$ cat config.mk
export PLATFORM = sky130hd
export DESIGN_NAME = tile_row_pool_allocator_top
export DESIGN_NICKNAME = d
export VERILOG_FILES = /design/src/hw/rtl/trpa_pkg.sv /design/src/hw/rtl/tile_row_pool_allocator_top.sv /design/src/hw/rtl/trpa_ctrl.sv /design/src/hw/rtl/trpa_dp.sv
export SDC_FILE = /design/constraint.sdc
export NUM_CORES = 1
export LEC_CHECK = 0
export BUFFER_PORTS_ARGS = -buffer_cell sky130_fd_sc_hd__buf_2
export CELL_PAD_IN_SITES_DETAIL_PLACEMENT = 0
export CELL_PAD_IN_SITES_GLOBAL_PLACEMENT = 1
export CORE_UTILIZATION = 47
export DETAILED_ROUTE_END_ITERATION = 12
export GPL_TIMING_DRIVEN = 0
export PLACE_DENSITY = 0.78
export SLEW_MARGIN = 15
export SYNTH_ARGS = -nofsm -noshare
export SYNTH_HDL_FRONTEND = slang
export SYNTH_SLANG_ARGS = --single-unit
$ cat constraint.sdc
create_clock -name aclk -period 7.3 [get_ports aclk]
set_input_delay 1.825 -clock aclk [delete_from_list [all_inputs] [get_ports aclk]]
set_output_delay 1.825 -clock aclk [all_outputs]
set_load 0.005 [all_outputs]
$ cat src/hw/rtl/trpa_pkg.sv
// ----------------------------------------------------------------------------
// trpa_pkg
// Shared constants, codes, types and tile helpers for the tile row pool
// allocator.
// ----------------------------------------------------------------------------
package trpa_pkg;

    localparam int BLOCK_COUNT_DEFAULT = 5;
    localparam int BLOCK_COUNT_MAX     = 16;

    localparam int CMD_W    = 2;
    localparam int KEY_W    = 8;
    localparam int TILE_W   = 8;
    localparam int ACTION_W = 2;
    localparam int ROWIDX_W = 4;
    localparam int CFG_W    = 8;
    localparam int USE_W    = 2;
    localparam int S_DATA_W = 16;
    localparam int M_DATA_W = 16;

    localparam logic [CMD_W-1:0] CMD_CLAIM_BLOCK  = 2'd0;
    localparam logic [CMD_W-1:0] CMD_COMMIT_BLOCK = 2'd1;
    localparam logic [CMD_W-1:0] CMD_CLAIM_STRIP  = 2'd2;
    localparam logic [CMD_W-1:0] CMD_FRAME_END    = 2'd3;

    localparam logic [ACTION_W-1:0] ACT_NONE       = 2'd0;
    localparam logic [ACTION_W-1:0] ACT_SAVE_WRITE = 2'd1;
    localparam logic [ACTION_W-1:0] ACT_WRITE      = 2'd2;
    localparam logic [ACTION_W-1:0] ACT_RESTORE    = 2'd3;

    localparam logic [USE_W-1:0] USE_FREE  = 2'd0;
    localparam logic [USE_W-1:0] USE_BLOCK = 2'd1;
    localparam logic [USE_W-1:0] USE_STRIP = 2'd2;

    localparam logic CFG_SHARED_TILE = 1'b0;
    localparam logic CFG_ROW_STRIDE  = 1'b1;

    localparam logic [TILE_W-1:0] SHARED_TILE_RESET = 8'd36;
    localparam logic [TILE_W-1:0] ROW_STRIDE_RESET  = 8'd16;

    localparam int BASE_COUNT = 5;
    localparam logic [TILE_W-1:0] BLOCK_BASE [BASE_COUNT] =
        '{8'h26, 8'h28, 8'h2a, 8'h2c, 8'h2e};

    typedef struct packed {
        logic latch;
        logic exec;
        logic frame_step;
    } trpa_cmd_t;

    typedef struct packed {
        logic [CMD_W-1:0] command;
        logic             out_free;
        logic             last_row;
    } trpa_stat_t;

    function automatic logic [TILE_W-1:0] block_tile(input logic [7:0] b);
        logic [8:0] t;
        begin
            t = 9'h026 + {b, 1'b0};
            if (b < 8'(BASE_COUNT)) begin
                block_tile = BLOCK_BASE[b[2:0]];
            end else begin
                block_tile = t[7:0];
            end
        end
    endfunction

    function automatic logic [TILE_W-1:0] row_tile(input logic [7:0] r,
                                                   input logic [7:0] stride);
        logic [7:0] base;
        begin
            base = block_tile({1'b0, r[7:1]});
            row_tile = r[0] ? base + stride : base;
        end
    endfunction

endpackage

$ cat src/hw/rtl/tile_row_pool_allocator_top.sv
// ----------------------------------------------------------------------------
// tile_row_pool_allocator_top
// Per-frame pool of tile rows in two-row blocks: block and strip claims,
// commits and the frame-end row action walk.
//
//   Channel  Direction  Payload
//   s_       in         tdata: command[1:0], key[9:2]
//   m_       out        tdata: tile_num[7:0], row_action[9:8], row_index[13:10];
//                       tlast: last
//   cfg_     in         cfg_addr selects shared_tile (0) or row_stride (1)
//
// A claim or commit is accepted, then executed; a claim writes its result
// into the result register once that has room. A frame end steps every row
// (2*BLOCK_COUNT), the row sequencer emitting one row per cycle while m_tready allows.
// A stalled m_tready holds the sequencer; a new transaction is taken only
// once the previous command has finished executing.
// Reset is synchronous and frees every row and restores the configuration register defaults.
// ----------------------------------------------------------------------------
module tile_row_pool_allocator_top #(
    parameter int BLOCK_COUNT = trpa_pkg::BLOCK_COUNT_DEFAULT
) (
    input  logic                          aclk,
    input  logic                          aresetn,
    input  logic                          s_tvalid,
    output logic                          s_tready,
    input  logic [trpa_pkg::S_DATA_W-1:0] s_tdata,   // command, key
    output logic                          m_tvalid,
    input  logic                          m_tready,
    output logic [trpa_pkg::M_DATA_W-1:0] m_tdata,   // tile_num, row_action, row_index
    output logic                          m_tlast,
    input  logic                          cfg_we,
    input  logic                          cfg_addr,
    input  logic [trpa_pkg::CFG_W-1:0]    cfg_wdata
);
    import trpa_pkg::*;

    trpa_cmd_t  cmd;
    trpa_stat_t stat;

    trpa_ctrl u_ctrl (
        .aclk     (aclk),
        .aresetn  (aresetn),
        .s_tvalid (s_tvalid),
        .s_tready (s_tready),
        .stat     (stat),
        .cmd      (cmd)
    );

    trpa_dp #(
        .BLOCK_COUNT (BLOCK_COUNT)
    ) u_dp (
        .aclk      (aclk),
        .aresetn   (aresetn),
        .s_tdata   (s_tdata),
        .cfg_we    (cfg_we),
        .cfg_addr  (cfg_addr),
        .cfg_wdata (cfg_wdata),
        .cmd       (cmd),
        .stat      (stat),
        .m_tvalid  (m_tvalid),
        .m_tready  (m_tready),
        .m_tdata   (m_tdata),
        .m_tlast   (m_tlast)
    );

endmodule

$ cat src/hw/rtl/trpa_ctrl.sv
// ----------------------------------------------------------------------------
// trpa_ctrl
// Sequencer: accepts one transaction, runs its command, steps the frame-end
// row walk while the result register has room.
// ----------------------------------------------------------------------------
module trpa_ctrl (
    input  logic              aclk,
    input  logic              aresetn,
    input  logic              s_tvalid,
    output logic              s_tready,
    input  trpa_pkg::trpa_stat_t stat,
    output trpa_pkg::trpa_cmd_t  cmd
);
    import trpa_pkg::*;

    localparam logic [1:0] ST_IDLE  = 2'd0;
    localparam logic [1:0] ST_EXEC  = 2'd1;
    localparam logic [1:0] ST_FRAME = 2'd2;

    logic [1:0] state_reg;
    logic [1:0] state_next;

    always_comb begin
        state_next = state_reg;
        cmd        = '0;
        s_tready   = 1'b0;
        case (state_reg)
            ST_IDLE: begin
                s_tready = 1'b1;
                if (s_tvalid) begin
                    cmd.latch  = 1'b1;
                    state_next = ST_EXEC;
                end
            end
            ST_EXEC: begin
                if (stat.command == CMD_FRAME_END) begin
                    state_next = ST_FRAME;
                end else if (stat.out_free || stat.command == CMD_COMMIT_BLOCK) begin
                    cmd.exec   = 1'b1;
                    state_next = ST_IDLE;
                end
            end
            ST_FRAME: begin
                if (stat.out_free) begin
                    cmd.frame_step = 1'b1;
                    if (stat.last_row) begin
                        state_next = ST_IDLE;
                    end
                end
            end
            default: begin
                state_next = ST_IDLE;
            end
        endcase
    end

    always_ff @(posedge aclk) begin
        if (!aresetn) begin
            state_reg <= ST_IDLE;
        end else begin
            state_reg <= state_next;
        end
    end

endmodule

$ cat src/hw/rtl/trpa_dp.sv
// ----------------------------------------------------------------------------
// trpa_dp
// Datapath: row pool state, parallel row searches, configuration registers
// and the result register.
// ----------------------------------------------------------------------------
module trpa_dp #(
    parameter int BLOCK_COUNT = trpa_pkg::BLOCK_COUNT_DEFAULT
) (
    input  logic                          aclk,
    input  logic                          aresetn,
    input  logic [trpa_pkg::S_DATA_W-1:0] s_tdata,
    input  logic                          cfg_we,
    input  logic                          cfg_addr,
    input  logic [trpa_pkg::CFG_W-1:0]    cfg_wdata,
    input  trpa_pkg::trpa_cmd_t           cmd,
    output trpa_pkg::trpa_stat_t          stat,
    output logic                          m_tvalid,
    input  logic                          m_tready,
    output logic [trpa_pkg::M_DATA_W-1:0] m_tdata,
    output logic                          m_tlast
);
    import trpa_pkg::*;

    localparam int ROW_COUNT = 2 * BLOCK_COUNT;
    localparam int RW = $clog2(ROW_COUNT);
    localparam int BW = (BLOCK_COUNT > 1) ? $clog2(BLOCK_COUNT) : 1;

    logic [USE_W-1:0] row_use_reg     [ROW_COUNT];
    logic [USE_W-1:0] row_use_next    [ROW_COUNT];
    logic [KEY_W-1:0] row_owner_reg   [ROW_COUNT];
    logic [KEY_W-1:0] row_owner_next  [ROW_COUNT];
    logic [ROW_COUNT-1:0] row_pending_reg, row_pending_next;
    logic [ROW_COUNT-1:0] row_holding_reg, row_holding_next;

    logic [CMD_W-1:0]  cmd_reg;
    logic [KEY_W-1:0]  key_reg;
    logic [RW-1:0]     cnt_reg, cnt_next;
    logic [TILE_W-1:0] shared_tile_reg, row_stride_reg;

    logic                out_valid_reg, out_valid_next;
    logic [TILE_W-1:0]   out_tile_reg, out_tile_next;
    logic [ACTION_W-1:0] out_action_reg, out_action_next;
    logic [ROWIDX_W-1:0] out_index_reg, out_index_next;
    logic                out_last_reg, out_last_next;
    logic                out_load;

    logic          hit_found, free_found, sh_found, sf_found;
    logic [BW-1:0] hit_blk, free_blk;
    logic [RW-1:0] sh_row, sf_row, top_row, bot_row;

    assign out_load      = cmd.frame_step || (cmd.exec && cmd_reg != CMD_COMMIT_BLOCK);
    assign stat.command  = cmd_reg;
    assign stat.out_free = !out_valid_reg || m_tready;
    assign stat.last_row = (cnt_reg == RW'(ROW_COUNT - 1));

    assign m_tvalid = out_valid_reg;
    assign m_tlast  = out_last_reg;
    assign m_tdata  = M_DATA_W'({out_index_reg, out_action_reg, out_tile_reg});

    always_comb begin
        hit_found  = 1'b0;
        hit_blk    = '0;
        free_found = 1'b0;
        free_blk   = '0;
        sh_found   = 1'b0;
        sh_row     = '0;
        sf_found   = 1'b0;
        sf_row     = '0;
        for (int b = 0; b < BLOCK_COUNT; b++) begin
            if (!hit_found && row_use_reg[2*b] == USE_BLOCK
                && row_owner_reg[2*b] == key_reg) begin
                hit_found = 1'b1;
                hit_blk   = BW'(b);
            end
            if (!free_found && row_use_reg[2*b] == USE_FREE
                && row_use_reg[2*b+1] == USE_FREE) begin
                free_found = 1'b1;
                free_blk   = BW'(b);
            end
        end
        for (int r = 0; r < ROW_COUNT; r++) begin
            if (!sh_found && row_use_reg[r] == USE_STRIP && row_owner_reg[r] == key_reg) begin
                sh_found = 1'b1;
                sh_row   = RW'(r);
            end
            if (row_use_reg[r] == USE_FREE) begin
                sf_found = 1'b1;
                sf_row   = RW'(r);
            end
        end
    end

    always_comb begin
        row_use_next     = row_use_reg;
        row_owner_next   = row_owner_reg;
        row_pending_next = row_pending_reg;
        row_holding_next = row_holding_reg;
        cnt_next         = cnt_reg;
        out_tile_next    = out_tile_reg;
        out_action_next  = out_action_reg;
        out_index_next   = out_index_reg;
        out_last_next    = out_last_reg;
        top_row          = '0;
        bot_row          = '0;

        if (out_load) begin
            out_valid_next = 1'b1;
        end else if (m_tready) begin
            out_valid_next = 1'b0;
        end else begin
            out_valid_next = out_valid_reg;
        end

        if (cmd.latch) begin
            cnt_next = '0;
        end

        if (cmd.exec) begin
            if (out_load) begin
                out_action_next = ACT_NONE;
                out_last_next   = 1'b1;
            end
            case (cmd_reg)
                CMD_CLAIM_BLOCK: begin
                    if (hit_found) begin
                        out_tile_next  = block_tile(8'(hit_blk));
                        out_index_next = ROWIDX_W'({hit_blk, 1'b0});
                    end else if (free_found) begin
                        top_row = RW'({free_blk, 1'b0});
                        bot_row = top_row | RW'(1);
                        row_use_next[top_row]   = USE_BLOCK;
                        row_use_next[bot_row]   = USE_BLOCK;
                        row_owner_next[top_row] = key_reg;
                        row_owner_next[bot_row] = key_reg;
                        out_tile_next  = block_tile(8'(free_blk));
                        out_index_next = ROWIDX_W'({free_blk, 1'b0});
                    end else begin
                        out_tile_next  = shared_tile_reg;
                        out_index_next = '0;
                    end
                end
                CMD_COMMIT_BLOCK: begin
                    if (hit_found) begin
                        top_row = RW'({hit_blk, 1'b0});
                        bot_row = top_row | RW'(1);
                        row_pending_next[top_row] = 1'b1;
                        row_pending_next[bot_row] = 1'b1;
                    end
                end
                CMD_CLAIM_STRIP: begin
                    if (sh_found) begin
                        out_tile_next  = row_tile(8'(sh_row), row_stride_reg);
                        out_index_next = ROWIDX_W'(sh_row);
                    end else if (sf_found) begin
                        row_use_next[sf_row]     = USE_STRIP;
                        row_owner_next[sf_row]   = key_reg;
                        row_pending_next[sf_row] = 1'b1;
                        out_tile_next  = row_tile(8'(sf_row), row_stride_reg);
                        out_index_next = ROWIDX_W'(sf_row);
                    end else begin
                        out_tile_next  = '0;
                        out_index_next = '0;
                    end
                end
                default: begin
                    out_tile_next = out_tile_reg;
                end
            endcase
        end

        if (cmd.frame_step) begin
            if (row_pending_reg[cnt_reg]) begin
                out_action_next = row_holding_reg[cnt_reg] ? ACT_WRITE : ACT_SAVE_WRITE;
                row_holding_next[cnt_reg] = 1'b1;
            end else if (row_holding_reg[cnt_reg]) begin
                out_action_next = ACT_RESTORE;
                row_holding_next[cnt_reg] = 1'b0;
            end else begin
                out_action_next = ACT_NONE;
            end
            row_pending_next[cnt_reg] = 1'b0;
            row_use_next[cnt_reg]     = USE_FREE;
            out_tile_next  = row_tile(8'(cnt_reg), row_stride_reg);
            out_index_next = ROWIDX_W'(cnt_reg);
            out_last_next  = stat.last_row;
            cnt_next       = stat.last_row ? '0 : cnt_reg + RW'(1);
        end
    end

    always_ff @(posedge aclk) begin
        if (!aresetn) begin
            for (int r = 0; r < ROW_COUNT; r++) begin
                row_use_reg[r]   <= USE_FREE;
                row_owner_reg[r] <= '0;
            end
            row_pending_reg <= '0;
            row_holding_reg <= '0;
            cnt_reg         <= '0;
            out_valid_reg   <= 1'b0;
            shared_tile_reg <= SHARED_TILE_RESET;
            row_stride_reg  <= ROW_STRIDE_RESET;
        end else begin
            row_use_reg     <= row_use_next;
            row_owner_reg   <= row_owner_next;
            row_pending_reg <= row_pending_next;
            row_holding_reg <= row_holding_next;
            cnt_reg         <= cnt_next;
            out_valid_reg   <= out_valid_next;
            if (cfg_we && cfg_addr == CFG_SHARED_TILE) begin
                shared_tile_reg <= cfg_wdata;
            end
            if (cfg_we && cfg_addr == CFG_ROW_STRIDE) begin
                row_stride_reg <= cfg_wdata;
            end
        end
    end

    always_ff @(posedge aclk) begin
        if (cmd.latch) begin
            cmd_reg <= s_tdata[CMD_W-1:0];
            key_reg <= s_tdata[CMD_W +: KEY_W];
        end
        out_tile_reg   <= out_tile_next;
        out_action_reg <= out_action_next;
        out_index_reg  <= out_index_next;
        out_last_reg   <= out_last_next;
    end

endmodule

== Word-level counts from Yosys, hierarchy flattened ==
Memories as Yosys holds them, arrays and structs flattened.
Index checks and enable logic that the tools add are counted.
Operators by class
  add/sub/neg operators: 9
  $lt $le $gt $ge: 26
  eq/ne operators: 40
  muxes and demuxes: 173
  bitwise operators: 28
  reduce and logical (&&, ||, !) cells: 93
Operator list (count)
  80-bit 2-to-1 mux: 4
  8-bit 2-to-1 mux: 35
  80-bit bitwise mux: 3
  80-bit one-hot mux with 2 select lines: 1
  20-bit 2-to-1 mux: 6
  8-bit demux with 4-bit select: 3
  8-bit == test: 10
  10-bit 2-to-1 mux: 7
  10-bit bitwise OR: 6
  1-bit 2-to-1 mux: 53
  4-bit 2-to-1 mux: 13
  10-bit AND: 5
  1-bit logical AND: 48
  2-bit 2-to-1 mux: 21
  10-bit NOT: 4
  20-bit one-hot mux with 2 select lines: 1
  3-bit 2-to-1 mux: 12
  6-bit by 4-bit adder with 7-bit output (first input constant): 5
  2-bit demux with 4-bit select: 4
  2-bit == test (second input constant): 13
  8-bit adder: 3
  2-bit logical NOT: 12
  20-bit AND: 1
  4-bit >= comparator (second input constant): 5
  30 further kinds: 94
Word-level totals
  register bits: 168
  memory bits (read-only): 320
  output and inout bits: 19
  word-level logic and storage cells: 407
  memories kept: 5
Memories
  (no name shown): depth 8, width 8, rd ports 1, clocked after memory_dff 0, write ports 0, line trpa_pkg.sv:62  | block_tile = BLOCK_BASE[b[2:0]];
  (no name shown): depth 8, width 8, rd ports 1, clocked after memory_dff 0, write ports 0, line trpa_pkg.sv:62
  (no name shown): depth 8, width 8, rd ports 1, clocked after memory_dff 0, write ports 0, line trpa_pkg.sv:62
  (no name shown): depth 8, width 8, rd ports 1, clocked after memory_dff 0, write ports 0, line trpa_pkg.sv:62
  (no name shown): depth 8, width 8, rd ports 1, clocked after memory_dff 0, write ports 0, line trpa_pkg.sv:62

== Longest topological paths before layout ==
  word-level depth: 53
  depth in mapped cells: 17

== Modules after synthesis ==
Synthesis repeated with hierarchy kept, for this count alone.
Second synthesis, totals
  cells, all modules: 1062
  area total of the unflattened synthesis: 9437.8 µm²
Modules (own cells, without submodules)
  trpa_dp: instances 1, cells an instance 1047, area an instance 9305.2 µm², seq. area each 3573.4 µm²
  trpa_ctrl: instances 1, cells an instance 15, area an instance 132.6 µm², seq. area each 40.0 µm²

== Worst setup path before layout ==
No wires, ideal clock.
  path type: input to register
  start: in m_tready
  end: reg u_dp.row_owner_reg[7] (netlist bit)
  setup time: 73 ps
  arrival: 3451 ps
  required time: 7227 ps
  slack: 3775 ps
  stages: 9
  buffers on the path: 1
  cell sequence: nand2b_1 o211a_1 nand2_1 nor3b_1 nand2_2 o21ai_2 and3_1 buf_2 mux2i_1
On the way
  cells in the longest elaborated chain, start to end: 6
Ends and longest elaborated chain
  start: declaration: line tile_row_pool_allocator_top.sv:28  | input logic m_tready,
  1-bit logical OR: line trpa_dp.sv:53  | assign stat.out_free = !out_valid_reg || m_tready;
  1-bit logical OR: line trpa_ctrl.sv:38  | end else if (stat.out_free || stat.command == CMD_COMMIT_BLOCK) begin
  1-bit 2-to-1 mux: line trpa_ctrl.sv:38
  1-bit 2-to-1 mux: line trpa_ctrl.sv:36  | if (stat.command == CMD_FRAME_END) begin
  1-bit 2-to-1 mux: line trpa_ctrl.sv:27  | case (state_reg)
  6-bit AND reduction (no line)
  end signal: assignment: line trpa_dp.sv:204  | row_owner_reg <= row_owner_next;
  end: declaration: line trpa_dp.sv:30  | logic [KEY_W-1:0] row_owner_reg [ROW_COUNT];
No other way between the ends.
A chain may end at the register's enable or synchronous reset.

== Worst setup path after layout ==
  start: reg u_dp.key_reg[6]
  end: reg u_dp.out_tile_reg[5], data pin
On the way
  cells in the longest elaborated chain, start to end: 53
Ends and longest elaborated chain
  start: declaration: line trpa_dp.sv:36  | logic [KEY_W-1:0] key_reg;
  start signal: assignment: line trpa_dp.sv:221  | key_reg <= s_tdata[CMD_W +: KEY_W];
  8-bit == test: line trpa_dp.sv:71, trpa_dp.sv:82
  1-bit logical AND: line trpa_dp.sv:82  | if (!sh_found && row_use_reg[r] == USE_STRIP && row_owner_reg[r] == key_reg) begin
  1-bit 2-to-1 mux: line trpa_dp.sv:82
  1-bit logical NOT: line trpa_dp.sv:82
  1-bit logical AND (2 in series): line trpa_dp.sv:82
  1-bit 2-to-1 mux: line trpa_dp.sv:82
  1-bit logical NOT: line trpa_dp.sv:82
  1-bit logical AND (2 in series): line trpa_dp.sv:82
  (+36 left out)
  8-bit 2-to-1 mux: line trpa_dp.sv:118  | if (cmd.exec) begin
  8-bit adder: line trpa_pkg.sv:74  | row_tile = r[0] ? base + stride : base;
  8-bit 2-to-1 mux: line trpa_pkg.sv:74
  8-bit 2-to-1 mux: line trpa_dp.sv:151  | if (sh_found) begin
  8-bit one-hot mux with 2 select lines *: line trpa_dp.sv:123  | case (cmd_reg)
  8-bit 2-to-1 mux *: line trpa_dp.sv:118
  8-bit 2-to-1 mux *: line trpa_dp.sv:171  | if (cmd.frame_step) begin
  via u_dp.out_tile_next[5]: line trpa_dp.sv:41  | logic [TILE_W-1:0] out_tile_reg, out_tile_next;
  end signal: assignment: line trpa_dp.sv:223  | out_tile_reg <= out_tile_next;
  end: declaration: line trpa_dp.sv:41
Mark *: on every way through the listed nets, which the timed path passes. The rest lies on a longest branch. The select of a mux whose other input is x is not followed.

==> metrics <==
outcome=completed; Max-slew headroom=approximately 16%; final layout net count=1188; type of origin of the critical path=flip-flop; Final Cell Area=10500 µm²; routability cong.=0.954; pwr dens=between 150 and 200 nW/µm²; first-pass GRT wire length=42200 µm; Arrival @ worst endpoint=4.62 ns; top-area cell type share of the netlist area=about 30%; H-tree lvl count=4; CTS buffer count=17; cell count after synthesis=1066; Largest register FFs=80; Cell variety after synth=between 70 and 80; layout cells sized above 1=roughly a tenth; R2R Setup Slk=a little under 3 ns; endpoints failing hold=0; ANT nets after route=0; pre-CTS WS=3.10 ns; Ys Warns=0; most common cell after layout, fill and taps aside=nand2_1; Worst Reg-to-Reg Cells=16; Async SR Flop Fraction=0%; final number of setup-violating endpoints=0; most frequent cells in the layout=nand2_1 (168), dfxtp_1 (143), mux2i_1 (90); die height=~140 µm; standard-cell rows=51; Syn-to-layout area delta=11.7%; port bufs=39; # Max-Cap Violations=0; Initial DRC Count=617; DR WL/cell=19.0 µm; skew final=0.0127 ns; Hold Path Depth=2; Syn Area/Cell=8.84 µm²; # IOs=49; first-pass iteration count of the detailed router=6; die footprint=20600 µm²; Total Power=slightly above 2000 µW; clock root buffer=clkbuf_16; max-slew violations=0; worst-path fanout max=10; Static Leak=roughly 0.0044 µW; Final WS setup=2.94 ns; postcts setup bufs=0; Max VDD drop=0.170 mV; CTS tree=yes; Placed Area=between 9000 and 10000 µm²; clock latency on the worst-skew pair=0.45 ns; CTS sink cnt=168; Max Clk Rate=between 0.2 and 0.25 GHz; chip width=around 140 µm; Via Count=7930; crit path kind=reg -> reg; TNS Setup=0 ns; FF-to-FF End=u_dp.out_tile_reg[5]; DRC violations left=0; crit path capture type=flip-flop; top cell type by total area after synthesis=dfxtp_1; Initial Util=48.2%; top cells by area, synth=dfxtp_1 (30%), mux2i_1 (9.6%), edfxtp_1 (8.0%), nand2_1 (6.7%), xor2_1 (5.8%); CTS max path bufs=2; largest net degree at the start of global routing=17; worst hold path class=reg -> reg; worst slew pin tran=1.25 ns; vias in the first global route=7495; Crit Reg-Reg Startpoint=u_dp.key_reg[6]; Primary FF master, synth=dfxtp_1; drt total wl=26700 µm; EDFF count, synth=25; fillers=1891; ant diodes=0; FF+latch count, synth=168; sequential area share after synthesis=38.4%; CTS resizes=0; GR Overflow Total=0; critical path required time=7.56 ns; All-Layer GR Usage=between 20% and 30%; WHS Endpoint=u_dp.row_owner_reg[18]; CTS Hold Bufs=0; initial antenna violation count=0; synthesized area=9420 µm²; Reg clk slew, reported paths=0.06 ns; vias per cell=5.64; Setup crit start=u_dp.key_reg[6]; fin crit share=59.7%; Hold Startpoint=u_dp.row_owner_reg[18]; RSZ-0062 raised after global routing=false; hpwl dp=19900 µm; fin crit period=~4.4 ns; core area=between 15000 and 20000 µm²
==> cell families after synthesis <==
family | synth area share [%]
flip-flops | 38.4
adder cells (fa/ha/maj) | 4.36
XOR/XNOR | 8.74
multiplexers | 10.5
AO/OA/AOI/OAI | 12.7
buffers and inverters | 3.98
other | 0.0398
AND/OR/NAND/NOR | 21.3
==> how the worst max path moves through the flow <==
stage	end	slack (ns)	cells after the start
CTS	u_dp.out_tile_reg[5]	3.06	16
global route	u_dp.out_tile_reg[5]	2.57	16
detailed placement	u_dp.out_tile_reg[5]	3.10	16
floorplan	u_dp.row_owner_reg[7]	3.78	9
finish	u_dp.out_tile_reg[5]	2.94	16
global placement	u_dp.out_tile_reg[5]	3.11	16
==> metal layers <==
layer | global-route usage (%) | part of all wire [%]
met3 | 4.40 | 4.6
met4 | 13.3 | 3.8
met2 | 43.4 | 46
met5 | 0 | 0
met1 | 36.2 | 46
==> area by class of cell <==
| class | count | area [µm²] | area share, % |
|---|---|---|---|
| Clock buffer | 17 | 425 | 4.04 |
| Tap cell | 265 | 332 | 3.15 |
| Buffer | 54 | 263 | 2.50 |
| Sequential cell | 168 | 3610 | 34.3 |
| Inverter | 30 | 113 | 1.07 |
| Multi-Input combinational cell | 817 | 5440 | 51.7 |
| Timing Repair Buffer | 39 | 195 | 1.85 |
| Clock inverter | 15 | 143 | 1.36 |
==> synthesized netlist by cell type (all sizes together) (2+ instances only) <==
library cell  number
mux2i             90
a21o              11
nand2b             7
o21a               3
nor4              26
xor2              62
a41oi              2
and4b              2
o21ai             35
a211oi            17
or3                3
a21boi             3
nand4             10
nor3b              8
xnor2             32
o22a               2
a311oi             5
o211ai             9
a31oi              8
o211a              3
fa                 3
and3               9
clkbuf            34
ha                28
o22ai              5
nand3             32
o2111ai            2
or2                5
dfxtp            143
edfxtp            25
nor2              82
a21oi             51
a311o              2
nor4b              2
nand2            169
nor2b             12
and2               6
mux4               4
inv               29
o31ai              7
buf               20
nand4b             6
nor3              30
or4                4
==> where the power goes <==
| group | internal, µW | switching, µW | total, µW |
|---|---|---|---|
| Combinational | 66.1 | 123 | 190 |
| Clock | 476 | 413 | 889 |
| Sequential | 956 | 11.8 | 968 |
==> per-stage QoR <==
| stage | cells | hold WS (ns) | utilization [%] |
|---|---|---|---|
| 2_1_floorplan | 1069 | 0.433 | - |
| 3_3_place_gp | 1373 | 0.452 | 51.0 |
| 3_5_place_dp | 1373 | 0.457 | 51.0 |
| 4_1_cts | 1405 | 0.470 | 53.9 |
| 5_1_grt | 1405 | 0.473 | 53.9 |
| 6_report | 1405 | 0.468 | 53.9 |
==> worst max-delay path, cell delays in order (launching register included) <==
cell and delay [ns]:
edfxtp_1 0.40, buf_4 0.22, xor2_1 0.16, nor4_1 0.63, nand4b_1 0.38, a211oi_1 0.34, o21ai_0 0.17, ha_1 0.21
ha_1 0.17, inv_1 0.08, ha_1 0.26, a21o_1 0.17, a21oi_1 0.24, nor2_1 0.09, mux2i_1 0.15, o2111ai_1 0.17
a41oi_1 0.32
Note: power is estimated with default switching activity, not from simulation.
